==> src/hdl/midpoint_circle_rasterizer_unit_assert.svh <==
// assertion macros shared by the circle rasterizer modules
// no dependencies; included inside module bodies
`ifndef MIDPOINT_CIRCLE_RASTERIZER_UNIT_ASSERT_SVH
`define MIDPOINT_CIRCLE_RASTERIZER_UNIT_ASSERT_SVH

// property checked while out of reset
`define MCR_ASSERT_RST(lbl, clk, rst_n, prop, msg) \
    lbl: assert property (@(posedge clk) disable iff (!rst_n) prop) \
        else $error(msg);

// property checked at every edge
`define MCR_ASSERT_ALWAYS(lbl, clk, prop, msg) \
    lbl: assert property (@(posedge clk) prop) else $error(msg);

`endif

==> src/hdl/mcr_pkg.sv <==
// shared widths, codes and types of the circle rasterizer
// no dependencies
package mcr_pkg;

    localparam int RADIUS_BITS  = 10;
    localparam int COORD_BITS   = 11;
    localparam int STEP_BITS    = RADIUS_BITS + 1;
    localparam int PIXEL_BITS   = 13;
    localparam int DEC_BITS     = 16;
    localparam int ORIGIN_BITS  = 11;
    localparam int CFG_IDX_BITS = 1;
    localparam int QUEUE_DEPTH  = 2;
    localparam int QPTR_BITS    = $clog2(QUEUE_DEPTH);
    localparam int QCNT_BITS    = $clog2(QUEUE_DEPTH + 1);
    localparam int PIX_PER_STEP = 8;
    localparam int PIX_IDX_BITS = $clog2(PIX_PER_STEP);

    localparam logic [CFG_IDX_BITS-1:0] CFG_ORIGIN_X = CFG_IDX_BITS'(0);
    localparam logic [CFG_IDX_BITS-1:0] CFG_ORIGIN_Y = CFG_IDX_BITS'(1);

    localparam logic [ORIGIN_BITS-1:0] ORIGIN_X_RESET = ORIGIN_BITS'(320);
    localparam logic [ORIGIN_BITS-1:0] ORIGIN_Y_RESET = ORIGIN_BITS'(240);

    localparam logic ACTION_START = 1'b0;
    localparam logic ACTION_STEP  = 1'b1;

    // one octant point handed from front to back
    typedef struct packed {
        logic signed [COORD_BITS-1:0] cx;
        logic signed [COORD_BITS-1:0] cy;
        logic signed [STEP_BITS-1:0]  x;
        logic signed [STEP_BITS-1:0]  y;
        logic                         done;
    } t_step;

    typedef struct packed {
        logic full;
        logic empty;
    } t_q_status;

endpackage

==> src/hdl/mcr_in_if.sv <==
// command channel of the circle rasterizer
// depends on mcr_pkg
interface mcr_in_if;
    import mcr_pkg::*;

    logic                          valid;
    logic                          ready;
    logic                          action;
    logic signed [COORD_BITS-1:0]  center_x;
    logic signed [COORD_BITS-1:0]  center_y;
    logic        [RADIUS_BITS-1:0] radius;

    modport source (output valid, action, center_x, center_y, radius, input ready);
    modport sink   (input valid, action, center_x, center_y, radius, output ready);
endinterface

==> src/hdl/mcr_out_if.sv <==
// pixel channel of the circle rasterizer
// depends on mcr_pkg
interface mcr_out_if;
    import mcr_pkg::*;

    logic                         valid;
    logic                         ready;
    logic signed [PIXEL_BITS-1:0] pixel_x;
    logic signed [PIXEL_BITS-1:0] pixel_y;
    logic                         last_of_step;
    logic                         circle_done;

    modport source (output valid, pixel_x, pixel_y, last_of_step, circle_done, input ready);
    modport sink   (input valid, pixel_x, pixel_y, last_of_step, circle_done, output ready);
endinterface

==> src/hdl/mcr_front.sv <==
// front end: takes commands, keeps circle state, pushes octant points
// depends on mcr_pkg, mcr_in_if
module mcr_front (
    input  logic          i_clk,
    input  logic          i_rst_n,
    mcr_in_if.sink        i_cmd,
    input  logic          i_q_full,
    output logic          o_push,
    output mcr_pkg::t_step o_entry
);
    import mcr_pkg::*;

    logic                         r_active;
    logic signed [COORD_BITS-1:0] r_cx;
    logic signed [COORD_BITS-1:0] r_cy;
    logic signed [STEP_BITS-1:0]  r_x;
    logic signed [STEP_BITS-1:0]  r_y;
    logic signed [DEC_BITS-1:0]   r_dec;

    logic                         n_active;
    logic signed [COORD_BITS-1:0] n_cx;
    logic signed [COORD_BITS-1:0] n_cy;
    logic signed [STEP_BITS-1:0]  n_x;
    logic signed [STEP_BITS-1:0]  n_y;
    logic signed [DEC_BITS-1:0]   n_dec;

    logic                         accept;
    logic                         live;
    logic signed [STEP_BITS-1:0]  upd_x;
    logic signed [STEP_BITS-1:0]  upd_y;
    logic signed [DEC_BITS-1:0]   upd_dec;
    logic signed [DEC_BITS-1:0]   x_ext;
    logic signed [DEC_BITS-1:0]   diff;
    logic                         upd_done;

    assign i_cmd.ready = !i_q_full;
    assign accept      = i_cmd.valid && !i_q_full;
    assign live        = r_active && !(r_x > r_y);

    always_comb begin
        x_ext = DEC_BITS'(r_x);
        diff  = DEC_BITS'(r_x) - DEC_BITS'(r_y);
        upd_x = r_x + STEP_BITS'(1);
        if (r_dec[DEC_BITS-1]) begin
            upd_dec = r_dec + {x_ext[DEC_BITS-3:0], 2'b00} + DEC_BITS'(6);
            upd_y   = r_y;
        end else begin
            upd_dec = r_dec + {diff[DEC_BITS-3:0], 2'b00} + DEC_BITS'(10);
            upd_y   = r_y - STEP_BITS'(1);
        end
        upd_done = upd_x > upd_y;
    end

    always_comb begin
        n_active = r_active;
        n_cx     = r_cx;
        n_cy     = r_cy;
        n_x      = r_x;
        n_y      = r_y;
        n_dec    = r_dec;
        o_push   = 1'b0;
        if (accept) begin
            if (i_cmd.action == ACTION_START) begin
                n_active = 1'b1;
                n_cx     = i_cmd.center_x;
                n_cy     = i_cmd.center_y;
                n_x      = '0;
                n_y      = $signed(STEP_BITS'(i_cmd.radius));
                n_dec    = DEC_BITS'(3) - (DEC_BITS'(i_cmd.radius) << 1);
            end else if (live) begin
                n_x      = upd_x;
                n_y      = upd_y;
                n_dec    = upd_dec;
                n_active = !upd_done;
                o_push   = 1'b1;
            end else begin
                n_active = 1'b0;
            end
        end
    end

    assign o_entry = '{cx: r_cx, cy: r_cy, x: r_x, y: r_y, done: upd_done};

    always_ff @(posedge i_clk) begin
        if (!i_rst_n) begin
            r_active <= 1'b0;
            r_cx     <= '0;
            r_cy     <= '0;
            r_x      <= '0;
            r_y      <= '0;
            r_dec    <= '0;
        end else begin
            r_active <= n_active;
            r_cx     <= n_cx;
            r_cy     <= n_cy;
            r_x      <= n_x;
            r_y      <= n_y;
            r_dec    <= n_dec;
        end
    end
endmodule

==> src/hdl/mcr_queue.sv <==
// short queue of octant points between front and back
// depends on mcr_pkg, midpoint_circle_rasterizer_unit_assert.svh
module mcr_queue (
    input  logic               i_clk,
    input  logic               i_rst_n,
    input  logic               i_push,
    input  mcr_pkg::t_step     i_data,
    input  logic               i_pop,
    output mcr_pkg::t_step     o_head,
    output mcr_pkg::t_q_status o_status
);
    import mcr_pkg::*;
    `include "midpoint_circle_rasterizer_unit_assert.svh"

    t_step                r_mem [QUEUE_DEPTH];
    logic [QPTR_BITS-1:0] r_wr_ptr;
    logic [QPTR_BITS-1:0] r_rd_ptr;
    logic [QCNT_BITS-1:0] r_count;

    assign o_head         = r_mem[r_rd_ptr];
    assign o_status.full  = (r_count == QCNT_BITS'(QUEUE_DEPTH));
    assign o_status.empty = (r_count == '0);

    always_ff @(posedge i_clk) begin
        if (i_push) begin
            r_mem[r_wr_ptr] <= i_data;
        end
    end

    always_ff @(posedge i_clk) begin
        if (!i_rst_n) begin
            r_wr_ptr <= '0;
            r_rd_ptr <= '0;
            r_count  <= '0;
        end else begin
            if (i_push) begin
                r_wr_ptr <= r_wr_ptr + QPTR_BITS'(1);
            end
            if (i_pop) begin
                r_rd_ptr <= r_rd_ptr + QPTR_BITS'(1);
            end
            if (i_push && !i_pop) begin
                r_count <= r_count + QCNT_BITS'(1);
            end else if (i_pop && !i_push) begin
                r_count <= r_count - QCNT_BITS'(1);
            end
        end
    end

    `MCR_ASSERT_RST(a_q_no_overflow, i_clk, i_rst_n, !(i_push && o_status.full && !i_pop), "queue push while full")
    `MCR_ASSERT_RST(a_q_count_up, i_clk, i_rst_n, i_push && !i_pop |=> r_count == $past(r_count) + QCNT_BITS'(1), "queue count did not follow push")
endmodule

==> src/hdl/mcr_back.sv <==
// back end: expands each octant point into eight pixels, holds the origin
// depends on mcr_pkg, mcr_out_if, midpoint_circle_rasterizer_unit_assert.svh
module mcr_back (
    input  logic                             i_clk,
    input  logic                             i_rst_n,
    input  logic                             i_cfg_we,
    input  logic [mcr_pkg::CFG_IDX_BITS-1:0] i_cfg_index,
    input  logic [mcr_pkg::ORIGIN_BITS-1:0]  i_cfg_data,
    input  mcr_pkg::t_step                   i_head,
    input  logic                             i_q_empty,
    output logic                             o_pop,
    mcr_out_if.source                        o_pix
);
    import mcr_pkg::*;
    `include "midpoint_circle_rasterizer_unit_assert.svh"

    logic [ORIGIN_BITS-1:0]  r_origin_x;
    logic [ORIGIN_BITS-1:0]  r_origin_y;
    logic [PIX_IDX_BITS-1:0] r_k;
    logic                    r_ovalid;
    logic [PIXEL_BITS-1:0]   r_px;
    logic [PIXEL_BITS-1:0]   r_py;
    logic                    r_olast;
    logic                    r_odone;

    logic                    load;
    logic                    is_last;
    logic signed [STEP_BITS-1:0]  a;
    logic signed [STEP_BITS-1:0]  b;
    logic signed [PIXEL_BITS-1:0] a_ext;
    logic signed [PIXEL_BITS-1:0] b_ext;
    logic [PIXEL_BITS-1:0]   n_px;
    logic [PIXEL_BITS-1:0]   n_py;

    assign load    = !i_q_empty && (!r_ovalid || o_pix.ready);
    assign is_last = (r_k == PIX_IDX_BITS'(PIX_PER_STEP - 1));
    assign o_pop   = load && is_last;

    // k[2] swaps x and y, k[0] negates the x offset, k[1] the y offset
    always_comb begin
        a     = r_k[2] ? i_head.y : i_head.x;
        b     = r_k[2] ? i_head.x : i_head.y;
        a_ext = PIXEL_BITS'(a);
        b_ext = PIXEL_BITS'(b);
        n_px  = PIXEL_BITS'(i_head.cx) + (r_k[0] ? -a_ext : a_ext)
              + PIXEL_BITS'(r_origin_x);
        n_py  = PIXEL_BITS'(i_head.cy) + (r_k[1] ? -b_ext : b_ext)
              + PIXEL_BITS'(r_origin_y);
    end

    assign o_pix.valid        = r_ovalid;
    assign o_pix.pixel_x      = $signed(r_px);
    assign o_pix.pixel_y      = $signed(r_py);
    assign o_pix.last_of_step = r_olast;
    assign o_pix.circle_done  = r_odone;

    always_ff @(posedge i_clk) begin
        if (!i_rst_n) begin
            r_origin_x <= ORIGIN_X_RESET;
            r_origin_y <= ORIGIN_Y_RESET;
        end else if (i_cfg_we) begin
            case (i_cfg_index)
                CFG_ORIGIN_X: r_origin_x <= i_cfg_data;
                CFG_ORIGIN_Y: r_origin_y <= i_cfg_data;
                default: ;
            endcase
        end
    end

    always_ff @(posedge i_clk) begin
        if (!i_rst_n) begin
            r_k      <= '0;
            r_ovalid <= 1'b0;
        end else begin
            if (load) begin
                r_k      <= r_k + PIX_IDX_BITS'(1);
                r_ovalid <= 1'b1;
            end else if (o_pix.ready) begin
                r_ovalid <= 1'b0;
            end
        end
    end

    always_ff @(posedge i_clk) begin
        if (load) begin
            r_px    <= n_px;
            r_py    <= n_py;
            r_olast <= is_last;
            r_odone <= is_last && i_head.done;
        end
    end

    `MCR_ASSERT_RST(a_done_on_last, i_clk, i_rst_n, r_ovalid && r_odone |-> r_olast, "done flag off the last pixel")
    `MCR_ASSERT_RST(a_mid_step_head, i_clk, i_rst_n, r_k != '0 |-> !i_q_empty, "partial step without queued point")
    `MCR_ASSERT_RST(a_pop_restarts, i_clk, i_rst_n, o_pop |=> r_k == '0 && r_ovalid && r_olast, "pixel index not restarted after pop")
endmodule

==> src/hdl/midpoint_circle_rasterizer_unit.sv <==
// channel   dir  handshake     payload
// i_cmd     in   valid/ready   action, center_x, center_y, radius
// o_pix     out  valid/ready   pixel_x, pixel_y, last_of_step, circle_done
// cfg       in   write enable  i_cfg_index, i_cfg_data (origin_x, origin_y)
//
// commands are taken one per cycle while the two-entry point queue has room
// each step with a live point yields eight pixels, one per cycle from the
// back-end expander while the pixel output is not stalled
// start and idle steps emit nothing
// synchronous active-low reset; origin returns to 320, 240
// a stalled pixel output backs up the queue, then stops command intake
module midpoint_circle_rasterizer_unit (
    input  logic                             i_clk,
    input  logic                             i_rst_n,
    mcr_in_if.sink                           i_cmd,
    mcr_out_if.source                        o_pix,
    input  logic                             i_cfg_we,
    input  logic [mcr_pkg::CFG_IDX_BITS-1:0] i_cfg_index,
    input  logic [mcr_pkg::ORIGIN_BITS-1:0]  i_cfg_data
);
    import mcr_pkg::*;

    logic      push;
    logic      pop;
    t_step     entry;
    t_step     head;
    t_q_status q_status;

    mcr_front u_front (
        .i_clk    (i_clk),
        .i_rst_n  (i_rst_n),
        .i_cmd    (i_cmd),
        .i_q_full (q_status.full),
        .o_push   (push),
        .o_entry  (entry)
    );

    mcr_queue u_queue (
        .i_clk    (i_clk),
        .i_rst_n  (i_rst_n),
        .i_push   (push),
        .i_data   (entry),
        .i_pop    (pop),
        .o_head   (head),
        .o_status (q_status)
    );

    mcr_back u_back (
        .i_clk       (i_clk),
        .i_rst_n     (i_rst_n),
        .i_cfg_we    (i_cfg_we),
        .i_cfg_index (i_cfg_index),
        .i_cfg_data  (i_cfg_data),
        .i_head      (head),
        .i_q_empty   (q_status.empty),
        .o_pop       (pop),
        .o_pix       (o_pix)
    );
endmodule
==> src/flat_wrapper.sv <==
// flat-port wrapper written by rule: the top's interface ports become plain ports
module midpoint_circle_rasterizer_unit_flat import mcr_pkg::*;
  (i_clk, i_rst_n, i_cfg_we, i_cfg_index, i_cfg_data, i_cmd_valid, i_cmd_action, i_cmd_center_x, i_cmd_center_y, i_cmd_radius, i_cmd_ready, o_pix_valid, o_pix_pixel_x, o_pix_pixel_y, o_pix_last_of_step, o_pix_circle_done, o_pix_ready);
  mcr_in_if i_cmd_i ();
  mcr_out_if o_pix_i ();
  input  logic i_clk;
  input  logic i_rst_n;
  input  logic i_cfg_we;
  input  logic [mcr_pkg::CFG_IDX_BITS-1:0] i_cfg_index;
  input  logic [mcr_pkg::ORIGIN_BITS-1:0] i_cfg_data;
  input wire logic [$bits(i_cmd_i.valid)-1:0] i_cmd_valid;
  input wire logic [$bits(i_cmd_i.action)-1:0] i_cmd_action;
  input wire logic [$bits(i_cmd_i.center_x)-1:0] i_cmd_center_x;
  input wire logic [$bits(i_cmd_i.center_y)-1:0] i_cmd_center_y;
  input wire logic [$bits(i_cmd_i.radius)-1:0] i_cmd_radius;
  output wire logic [$bits(i_cmd_i.ready)-1:0] i_cmd_ready;
  output wire logic [$bits(o_pix_i.valid)-1:0] o_pix_valid;
  output wire logic [$bits(o_pix_i.pixel_x)-1:0] o_pix_pixel_x;
  output wire logic [$bits(o_pix_i.pixel_y)-1:0] o_pix_pixel_y;
  output wire logic [$bits(o_pix_i.last_of_step)-1:0] o_pix_last_of_step;
  output wire logic [$bits(o_pix_i.circle_done)-1:0] o_pix_circle_done;
  input wire logic [$bits(o_pix_i.ready)-1:0] o_pix_ready;
  assign i_cmd_i.valid = i_cmd_valid;
  assign i_cmd_i.action = i_cmd_action;
  assign i_cmd_i.center_x = i_cmd_center_x;
  assign i_cmd_i.center_y = i_cmd_center_y;
  assign i_cmd_i.radius = i_cmd_radius;
  assign i_cmd_ready = i_cmd_i.ready;
  assign o_pix_valid = o_pix_i.valid;
  assign o_pix_pixel_x = o_pix_i.pixel_x;
  assign o_pix_pixel_y = o_pix_i.pixel_y;
  assign o_pix_last_of_step = o_pix_i.last_of_step;
  assign o_pix_circle_done = o_pix_i.circle_done;
  assign o_pix_i.ready = o_pix_ready;
  midpoint_circle_rasterizer_unit u_core (.i_clk(i_clk), .i_rst_n(i_rst_n), .i_cmd(i_cmd_i), .o_pix(o_pix_i), .i_cfg_we(i_cfg_we), .i_cfg_index(i_cfg_index), .i_cfg_data(i_cfg_data));
endmodule
==> config.mk <==
export PLATFORM = sky130hd
export DESIGN_NAME = midpoint_circle_rasterizer_unit_flat
export DESIGN_NICKNAME = d
export VERILOG_FILES = /design/src/hdl/mcr_pkg.sv /design/src/hdl/mcr_in_if.sv /design/src/hdl/mcr_out_if.sv /design/src/hdl/mcr_front.sv /design/src/hdl/mcr_queue.sv /design/src/hdl/mcr_back.sv /design/src/hdl/midpoint_circle_rasterizer_unit.sv /design/src/flat_wrapper.sv
export VERILOG_INCLUDE_DIRS = /design/src /design/src/hdl
export SDC_FILE = /design/constraint.sdc
export NUM_CORES = 1
export LEC_CHECK = 0
export ABC_CLOCK_PERIOD_IN_PS = 5700
export BUFFER_PORTS_ARGS = -buffer_cell sky130_fd_sc_hd__buf_2
export CAP_MARGIN = 20
export CELL_PAD_IN_SITES_DETAIL_PLACEMENT = 0
export CELL_PAD_IN_SITES_GLOBAL_PLACEMENT = 1
export CORE_ASPECT_RATIO = 0.75
export CORE_MARGIN = 5
export CORE_UTILIZATION = 49
export DETAILED_ROUTE_END_ITERATION = 10
export GPL_TIMING_DRIVEN = 0
export PLACE_DENSITY = 0.89
export SETUP_SLACK_MARGIN = 0.3
export SLEW_MARGIN = 20
export SYNTH_ARGS = -nofsm -noshare
export SYNTH_HDL_FRONTEND = slang
export SYNTH_SLANG_ARGS = --single-unit
==> constraint.sdc <==
create_clock -name i_clk -period 5.7 [get_ports i_clk]
set_input_delay 0.57 -clock i_clk [delete_from_list [all_inputs] [get_ports i_clk]]
set_output_delay 0.57 -clock i_clk [all_outputs]
set_load 0.02 [all_outputs]
After elaboration in Yosys (flattened, before gate mapping)

Memories as Yosys holds them, arrays and structs flattened. A register that Yosys moved wholly into a read port is not among the register bits.
Cells that the tools add are included.

Register bits: 119
Bits in writable memories: 90
Output and inout port bits: 30
Logic and storage cells: 91
Memories kept: 1

Add/sub/neg operators: 19
$lt $le $gt $ge: 2
Equal/unequal tests: 3
Multiplexer cells: 25
Bitwise operators: 2
Reduce and logical (&&, ||, !) cells: 22

Memory list:

| memory               | depth | bits a word | rd ports | clocked after Yosys merged registers in | wr ports | RTL line        | RTL |
|---|---|---|---|---|---|---|---|
| u_core.u_queue.r_mem | 2     | 45          | 1        | 1                                       | 1        | mcr_queue.sv:15 | `t_step r_mem [QUEUE_DEPTH];` |

Operators with widths:

| kind                                                                  | count |
|---|---|
| 11-bit two-way mux                                                    | 7 |
| 16-bit two-way mux                                                    | 3 |
| 16-bit adder                                                          | 2 |
| 13-bit by 11-bit adder with 13-bit output                             | 2 |
| 13-bit adder                                                          | 2 |
| 13-bit two-way mux                                                    | 2 |
| 13-bit negation                                                       | 2 |
| 11-bit greater-than comparator                                        | 2 |
| 16-bit by 3-bit adder with 16-bit output (second input constant)      | 1 |
| 16-bit by 4-bit adder with 16-bit output (second input constant)      | 1 |
| 11-bit by 11-bit subtractor with 12-bit output                        | 1 |
| 2-bit by 11-bit subtractor with 12-bit output (first input constant)  | 1 |
| 11-bit by 2-bit adder with 11-bit output (second input constant)      | 1 |
| 1-bit two-way mux                                                     | 11 |
| 11-bit by 2-bit subtractor with 11-bit output (second input constant) | 1 |
| 2-bit AND reduction                                                   | 4 |
| 1-bit logical AND                                                     | 7 |
| 1-bit logical NOT                                                     | 7 |
| 2-bit two-way mux                                                     | 2 |
| 2-bit nonzero test                                                    | 2 |
| 3-bit by 1-bit adder with 3-bit output (second input constant)        | 1 |
| 3-bit == test (second input constant)                                 | 1 |
| 1-bit adder (second input constant)                                   | 2 |
| 2-bit by 1-bit adder with 2-bit output (second input constant)        | 1 |
| other kinds (6)                                                       | 7 |

Logic depth before layout (Yosys ltp)

Gate-level depths: netlist of the first run.

Depth after elaboration: 10
Gate-level depth with buffers: 20
Mapped depth without buffers: 18

Hierarchy

A second synthesis of the first run with hierarchy kept.

Cell total of the unflattened synthesis: 1317
Area, all modules: 13271.5 um^2

By module, submodules not included:

| module    | times used | cells each | area each (um^2) | sequential area each (um^2) |
|---|---|---|---|---|
| mcr_front | 1          | 662        | 5343.9           | 1201.2 |
| mcr_back  | 1          | 493        | 4449.3           | 1361.3 |
| mcr_queue | 1          | 162        | 3478.3           | 2802.7 |

Least setup slack after synthesis of the first run

Ideal clock, no wire load.

Path kind: reg2reg
Start point: register u_core.u_front.r_x[0]
End point: memory u_core.u_queue.r_mem[0][0] in the netlist's numbering (enable)
Setup time: 0.448 ns
Arrival time: 4.194 ns
Required time: 5.252 ns
Path slack: 1.059 ns
Stages on the path, launching flop included: 12
Path buffers: 0
Cell sequence: dfxtp_1 inv_1 ha_1 inv_1 fa_1 a211oi_1 o21ai_0 o311ai_0 a31oi_1 nor2_1 nand2_1 nor2_1

Cells in the longest elaborated chain, start to end: 8

Ends and longest elaborated chain:

| element                                 | RTL line        | RTL |
|---|---|---|
| start, declared                         | mcr_front.sv:16 | `logic signed [STEP_BITS-1:0] r_x;` |
| start signal, assigned                  | mcr_front.sv:96 | `r_x <= n_x;` |
| 11-bit greater-than comparator          | mcr_front.sv:38 | `assign live = r_active && !(r_x > r_y);` |
| 1-bit logical NOT                       | mcr_front.sv:38 |  |
| 1-bit logical AND                       | mcr_front.sv:38 |  |
| 1-bit two-way mux                       | mcr_front.sv:70 | `end else if (live) begin` |
| 1-bit two-way mux                       | mcr_front.sv:63 | `if (i_cmd.action == ACTION_START) begin` |
| 1-bit two-way mux                       | mcr_front.sv:62 | `if (accept) begin` |
| 1-bit two-way mux                       | mcr_queue.sv:25 | `if (i_push) begin` |
| 1-bit two-way mux (not written as such) | mcr_queue.sv:26 | `r_mem[r_wr_ptr] <= i_data;` |
| end, declared                           | mcr_queue.sv:15 |  |

No other way between the ends.

==> flow_summary.toml, run 1 <==
[power]
ir_drop_mv = 0.2019
p_comb_share_pct = 25.9
power_frac_seq_pct = 41.0
leakagePower_nw = 5.794
intPower_mw = 2.907
total_power_mw = 4.202
clkPwrFrac_pct = 33.2
cellPowerDensity_mw_per_mm2 = 293.6
netSwitchingPower_mw = 1.295
swShare_pct = 30.82

[final_layout]
drive_gt1_share_pct = 11.23
insertedDiodeCount = 0
final_common_cell = "nand2_1"
final_cell_mix = "nand2_1 (153), edfxtp_1 (118), inv_1 (116)"
area_delta_synth_final_pct = 12.89
instances_no_fill = 1751
final_net_count = 1573
n_fill_cell = 2268

[routing]
viasPerCell = 5.528
detailroute.via_count = 9679
dr.pass1.iters = 5
postRouteWirelength_um = 31620
first_iter_violations = 649
remaining_drc_errors = 0
drtAntennaViolNets = 0
wl_per_cell_um = 18.06

[synthesis]
synth_area_per_cell_um2 = 9.888
ys_seq_area_share_pct = 42.33
synthCells = 1282
yosys_most_used_dff = "edfxtp_1"
synth.distinct_cells = 63
syn_area_mm2 = 0.01268
ys_ff_latch = 209
synth_largest_area_cell = "edfxtp_1"
async_flop_share_pct = 0
ys_warn_count = 0
synthTopCellsByArea = "edfxtp_1 (28%), dfxtp_1 (14%), ha_1 (10%)"
synth_edf_count = 118
syn-num-nets = 1465
synth_top_cell_area_share_pct = 27.95

[floorplan]
io_pins = 80
rows = 51
core_mm2 = 0.02572
die_w_um = 195.7
initial_core_util_pct = 49.29
dieArea_mm2 = 0.02922
die_y_um = 149.3

[worst_setup_path]
crit_chain = "buf_6 > clkbuf_4 > clkbuf_4 > mux2i_1 > nand2_1 > o21ai_0 > nand3_1 > buf_4 > o21ai_0 > xor2_1 > fa_1 > inv_1 > ha_1 > and2_1 > or2_2 > o21ai_0 > or4b_2 > o311ai_0"
crit_path_max_fanout = 10
crit_path_frequent_cell = "o21ai_0"
critPathLaunchType = "flop"
worstPathArrival_ns = 5.40
critPathSlowestCell = "or4b_2"
cp.buffers_inverters = 5
critPathCaptureType = "flop"
crit_family = "simple AND/OR/NAND/NOR gates"
required_ns = 5.99
path_class = "flop to flop"
reg2reg_slack_ns = 0.59
critPathMaxStageDelay_ns = 0.59

[placed_design]
place.gp.congestion = 0.9326
numPortBuffers = 79
dp.cells = 1708
hpwl_um = 24530

[clocking]
clk_latency_ns = 0.52
tritoncts = "done"
cts_buffers = 23
htreeDepth = 1
root_buffer = "clkbuf_16"
cts_sinks = 209
clockBufferDepth = 3
cts-hold-fix-buffers = 0
clk_pin_slew_ns = 0.06

[sta]
clock_skew_ns = 0.02320
finalSetupViolations = 0
fmax_ghz = 0.1957
rsz0062_at_grt = "no"
max_slew_margin_pct = 29.13
slew_viol_final = 0
finalHoldViolations = 0
tightestPinTransition_ns = 1.063
min_period_over_period_pct = 89.67
finalSetupTns_ns = 0
hold_slack_ns = 0.2935
final.min_clock_period_ns = 5.111

[global_routing]
grt_max_degree = 27
overflow = 0
antenna_found_initial = 1
grt_pass1_vias = 9361
grt_pass1_wl_um = 50180
grt_usage_pct = 21.49

[status]
status = "finished, final reports clean"

[worst_hold_path]
worstHoldPathType = "input pin to flop"

[job]
cap_violations = 0
[Yosys cell counts, drive strengths merged (3+ instances only)]
master and number:
nand2 153, edfxtp 118, inv 116, a21oi 106, ha 106, dfxtp 91
nor2 79, o21ai 62, xnor2 57, mux2i 44, xor2 37, fa 27
clkbuf 26, nor3 26, o211ai 20, nand3 18, a211oi 14, buf 14
nor2b 14, nand2b 12, mux2 11, o21a 11, a31oi 10, a21o 9
mux4 8, o31ai 8, or3 8, a22o 7, nor4 7, and2 6
and3 6, nand4 5, o21bai 5, a21boi 4, o311ai 3, o31a 3
or2 3, or4 3
[through the flow]
stage               setup slack (ns)  utilization (%)  instance area, µm²
floorplan                      1.059                -               12680
global placement             -0.6621            52.50               13500
detailed placement            0.3432            52.82               13580
CTS                           0.3019            55.54               14280
global route                  0.3134            55.65               14310
finish                        0.5891            55.65               14310
[power by group through the flow]
stage | sequential, mW | combinational, mW | clock (mW)
after floorplan | 1.75 | 0.800 | 0
after global placement | 1.75 | 1.05 | 0
after detailed placement | 1.75 | 1.07 | 0
after CTS | 1.72 | 1.08 | 1.41
after global routing | 1.73 | 1.23 | 1.48
final | 1.72 | 1.09 | 1.39
[kinds of logic (layout without fill, tap and decap cells)]
| logic type | Yosys count | after routing | synth area share [%] |
|---|---|---|---|
| compound gates | 279 | 279 | 13.40 |
| buf+inv | 158 | 283 | 4.797 |
| xor+xnor | 94 | 94 | 6.495 |
| mux | 63 | 63 | 5.962 |
| flops | 209 | 209 | 42.33 |
| fa+ha+maj | 133 | 133 | 14.73 |
| simple gates | 346 | 346 | 12.29 |
[worst register-to-register path, delay by kind of cell (launching register included)]
kind / cells / cell delay (ns)
buf+inv: 5 / 1.12
xor+xnor: 1 / 0.25
fa+ha+maj: 2 / 0.73
compound gates: 4 / 0.76
flops: 1 / 0.41
mux: 1 / 0.24
simple gates: 5 / 1.37
[layer usage]
metal / GRT usage [%] / vias to the layer above / part of all wire (%)
met5: 0 / - / 0.028
met4: 3.210 / 2 / 1.4
met3: 5.916 / 45 / 8.7
met2: 32.11 / 305 / 42
met1: 32.04 / 4564 / 48
li1: - / 4763 / -
[area by class of cell]
cell class              count  area, µm²  share of cell area, %
clock buffers              32      629.4                  4.398
inverters                 118      442.9                  3.095
clock inverters            10      70.07                 0.4896
repair buffers             83      462.9                  3.235
well taps                 344      430.4                  3.008
plain buffers              40      173.9                  1.215
flip-flops and latches    209       5365                  37.49
multi-input cells         915       6735                  47.07
[registers in the layout (all words and copies together), names as in the netlist, 13 cells and up, named ones only]
name and flops:
u_core.u_queue.r_mem 90, u_core.u_back.o_pix.pixel_x 13, u_core.u_back.o_pix.pixel_y 13, u_core.u_front.r_dec 15
[timing repair]
| item | CTS | global route |
|---|---|---|
| buffers inserted | 0 | 1 |
| endpoints found under the setup margin | 0 | 3 |
| resized for setup | 0 | 10 |
[worst paths after layout]
| kind | from | to | cells after the start |
|---|---|---|---|
| hold reg to reg | u_core.u_front.r_cy[2] | u_core.u_queue.r_mem[1][25] | 0 |
| hold / removal | i_cmd_center_x[0] | u_core.u_front.r_cx[0] | 3 |
| setup / recovery | flop | u_core.u_back.o_pix.pixel_y[11] | 18 |
| setup reg to reg | flop | u_core.u_back.o_pix.pixel_y[11] | 18 |
Power figures use the tool's default switching activity.
==> run 2, diff against run 1 <==
--- a/config.mk
+++ b/config.mk
@@ -6,6 +6,7 @@
 export SDC_FILE = /design/constraint.sdc
 export NUM_CORES = 1
 export LEC_CHECK = 0
+export ABC_AREA = 1
 export ABC_CLOCK_PERIOD_IN_PS = 5700
 export BUFFER_PORTS_ARGS = -buffer_cell sky130_fd_sc_hd__buf_2
 export CAP_MARGIN = 20
@@ -13,7 +14,7 @@
 export CELL_PAD_IN_SITES_GLOBAL_PLACEMENT = 1
 export CORE_ASPECT_RATIO = 0.75
 export CORE_MARGIN = 5
-export CORE_UTILIZATION = 49
+export CORE_UTILIZATION = 47
 export DETAILED_ROUTE_END_ITERATION = 10
 export GPL_TIMING_DRIVEN = 0
 export PLACE_DENSITY = 0.89
==> run 2 against run 1 <==
  * Maximum frequency up 12%
  * Total power up 9.6%
  * Combinational power up 28%
  * Largest power group unchanged
==> flow_summary.toml, run 2 <==
[status]
status = "finished, final reports clean"

[sta]
final.min_clock_period_ns = 4.576
finalHoldViolations = 0
fmax_ghz = 0.2185
slew_viol_final = 0
setup_slack_ns = 1.124
max_slew_margin_pct = 47.95
hold_slack_ns = 0.2679
finalSetupTns_ns = 0
finalSetupViolations = 0
clock_skew_ns = 0.01887
tightestPinTransition_ns = 0.7807
min_period_over_period_pct = 80.28
rsz0062_at_grt = "no"

[placed_design]
numPortBuffers = 78
hpwl_um = 28440
dpl_worst_slack_ns = 1.176
place_area_mm2 = 0.01413
dp.cells = 2026
place.gp.congestion = 0.9487

[synthesis]
async_flop_share_pct = 0
yosys.cell_count.top_type = "nand2_1"
ys_seq_area_share_pct = 40.66
netlist_top_cells_count = "nand2_1 (318), inv_1 (208), nor2_1 (144)"
syn_area_mm2 = 0.01320
yosys_most_used_dff = "edfxtp_1"
synth_largest_area_cell = "edfxtp_1"
synth.distinct_cells = 47
synthTopCellsByArea = "edfxtp_1 (27%), dfxtp_1 (14%), ha_1 (10%)"
ys_ff_latch = 209
synth_area_per_cell_um2 = 8.309
synth_edf_count = 118
synthCells = 1588
ys_warn_count = 0
synth_top_cell_area_share_pct = 26.85
syn-num-nets = 1771

[worst_setup_path]
critPathMaxStageDelay_ns = 0.47
required_ns = 5.96
worstPathArrival_ns = 4.83
critPathCaptureType = "flop"
crit_path_max_fanout = 10
critPathSlowestCell = "fa_1"
crit_path_frequent_cell = "o21ai_0"
path_class = "flop to flop"
critPathLaunchType = "flop"
crit_chain = "buf_6 > inv_2 > buf_2 > o21ai_0 > nand2_1 > o21ai_1 > ha_1 > o21ai_0 > fa_1 > inv_1 > ha_1 > inv_1 > fa_1 > nand3b_1 > nand2_1 > a21oi_1 > o21ai_0 > a21oi_1 > o21ai_0 > xor2_1"

[clocking]
tritoncts = "done"
post-cts-setup-buffers = 0
cts_resized = 0
cts_buffers = 22
clk_pin_slew_ns = 0.06
clockBufferDepth = 3
root_buffer = "clkbuf_16"
htreeDepth = 1
cts-hold-fix-buffers = 0
cts_sinks = 209
clk_latency_ns = 0.52

[final_layout]
largestRegisters = "u_core.u_queue.r_mem (90), u_core.u_front.r_dec (15)"
final_net_count = 1876
area_delta_synth_final_pct = 12.55
final_cell_mix = "nand2_1 (318), inv_1 (208), nor2_1 (142)"
stdcell_area_mm2 = 0.01485
drive_gt1_share_pct = 10.94
largest_reg_flops = 90
insertedDiodeCount = 0
instances_no_fill = 2066
regMostFlops = "u_core.u_queue.r_mem"
fin_util_pct = 53.32
final_common_cell = "nand2_1"

[floorplan]
dieArea_mm2 = 0.03156
die_w_um = 203.5
io_pins = 80
initial_core_util_pct = 47.38
core_mm2 = 0.02785
die_y_um = 155.1
rows = 53

[power]
ir_drop_mv = 0.2247
total_power_mw = 4.604
leakagePower_nw = 6.767
cellPowerDensity_mw_per_mm2 = 310.0

[global_routing]
antenna_found_initial = 1
grt_pass1_wl_um = 55400
overflow = 0
grt_usage_pct = 22.33
grt_max_degree = 25
grt_pass1_vias = 10005

[routing]
viasPerCell = 5.313
drtAntennaViolNets = 0
first_iter_violations = 1166
detailroute.via_count = 10977
postRouteWirelength_um = 35810
remaining_drc_errors = 0
dr.pass1.iters = 5
wl_per_cell_um = 17.33

[worst_hold_path]
min_from = "i_cmd_center_y[9]"
worstHoldPathType = "input pin to flop"

[job]
cap_violations = 0
run 2: worst max-delay path, delay by kind of cell, from the launching register on:
kind            cells  cell delay [ns]
compound gates      7             1.62
simple gates        3             0.37
fa+ha+maj           4             1.36
xor+xnor            1             0.10
flops               1             0.33
buf+inv             5             0.54
run 2: path summary, 6_finish.rpt:
check | slack (ns) | depth (start not counted) | end
max | 1.12 | 20 | u_core.u_back.o_pix.pixel_x[11]
min | 0.27 | 3 | u_core.u_front.r_cy[9]
max reg2reg | 1.12 | 20 | u_core.u_back.o_pix.pixel_x[11]
min reg2reg | 0.45 | 0 | u_core.u_queue.r_mem[0][38]
run 2: logic make-up after synthesis:
group | count (synthesis) | synth area share, %
and+or+nand+nor | 582 | 18.31
AOI/OAI and AO/OA | 315 | 13.09
buffers and inverters | 263 | 7.908
DFF | 209 | 40.66
adders and majority gates | 133 | 14.15
xor gates and xnor gates | 67 | 4.447
muxes | 19 | 1.441
run 2: area by class of cell:
| type | instances | area (µm²) |
|---|---|---|
| timing repair buffer | 81 | 457.9 |
| fill | 2545 | 13000 |
| clock buffer | 30 | 654.4 |
| tap | 357 | 446.7 |
| multi-input combinational | 1116 | 6813 |
| buffer | 42 | 214.0 |
| sequential | 209 | 5365 |
| clock inverter | 10 | 71.32 |
| inverter | 221 | 829.5 |
run 2: where the power goes:
group / internal (mW) / switching [mW]
registers: 1.70 / 0.0573
logic: 0.496 / 0.903
clock network: 0.819 / 0.627
total: 3.02 / 1.59
run 2: metal layers:
metal	wire, µm	vias up	track usage, %
li1	-	5477	-
met2	13980	395	30.41
met5	13	-	0
met1	17670	5068	35.86
met3	3709	35	6.085
met4	444	2	3.082
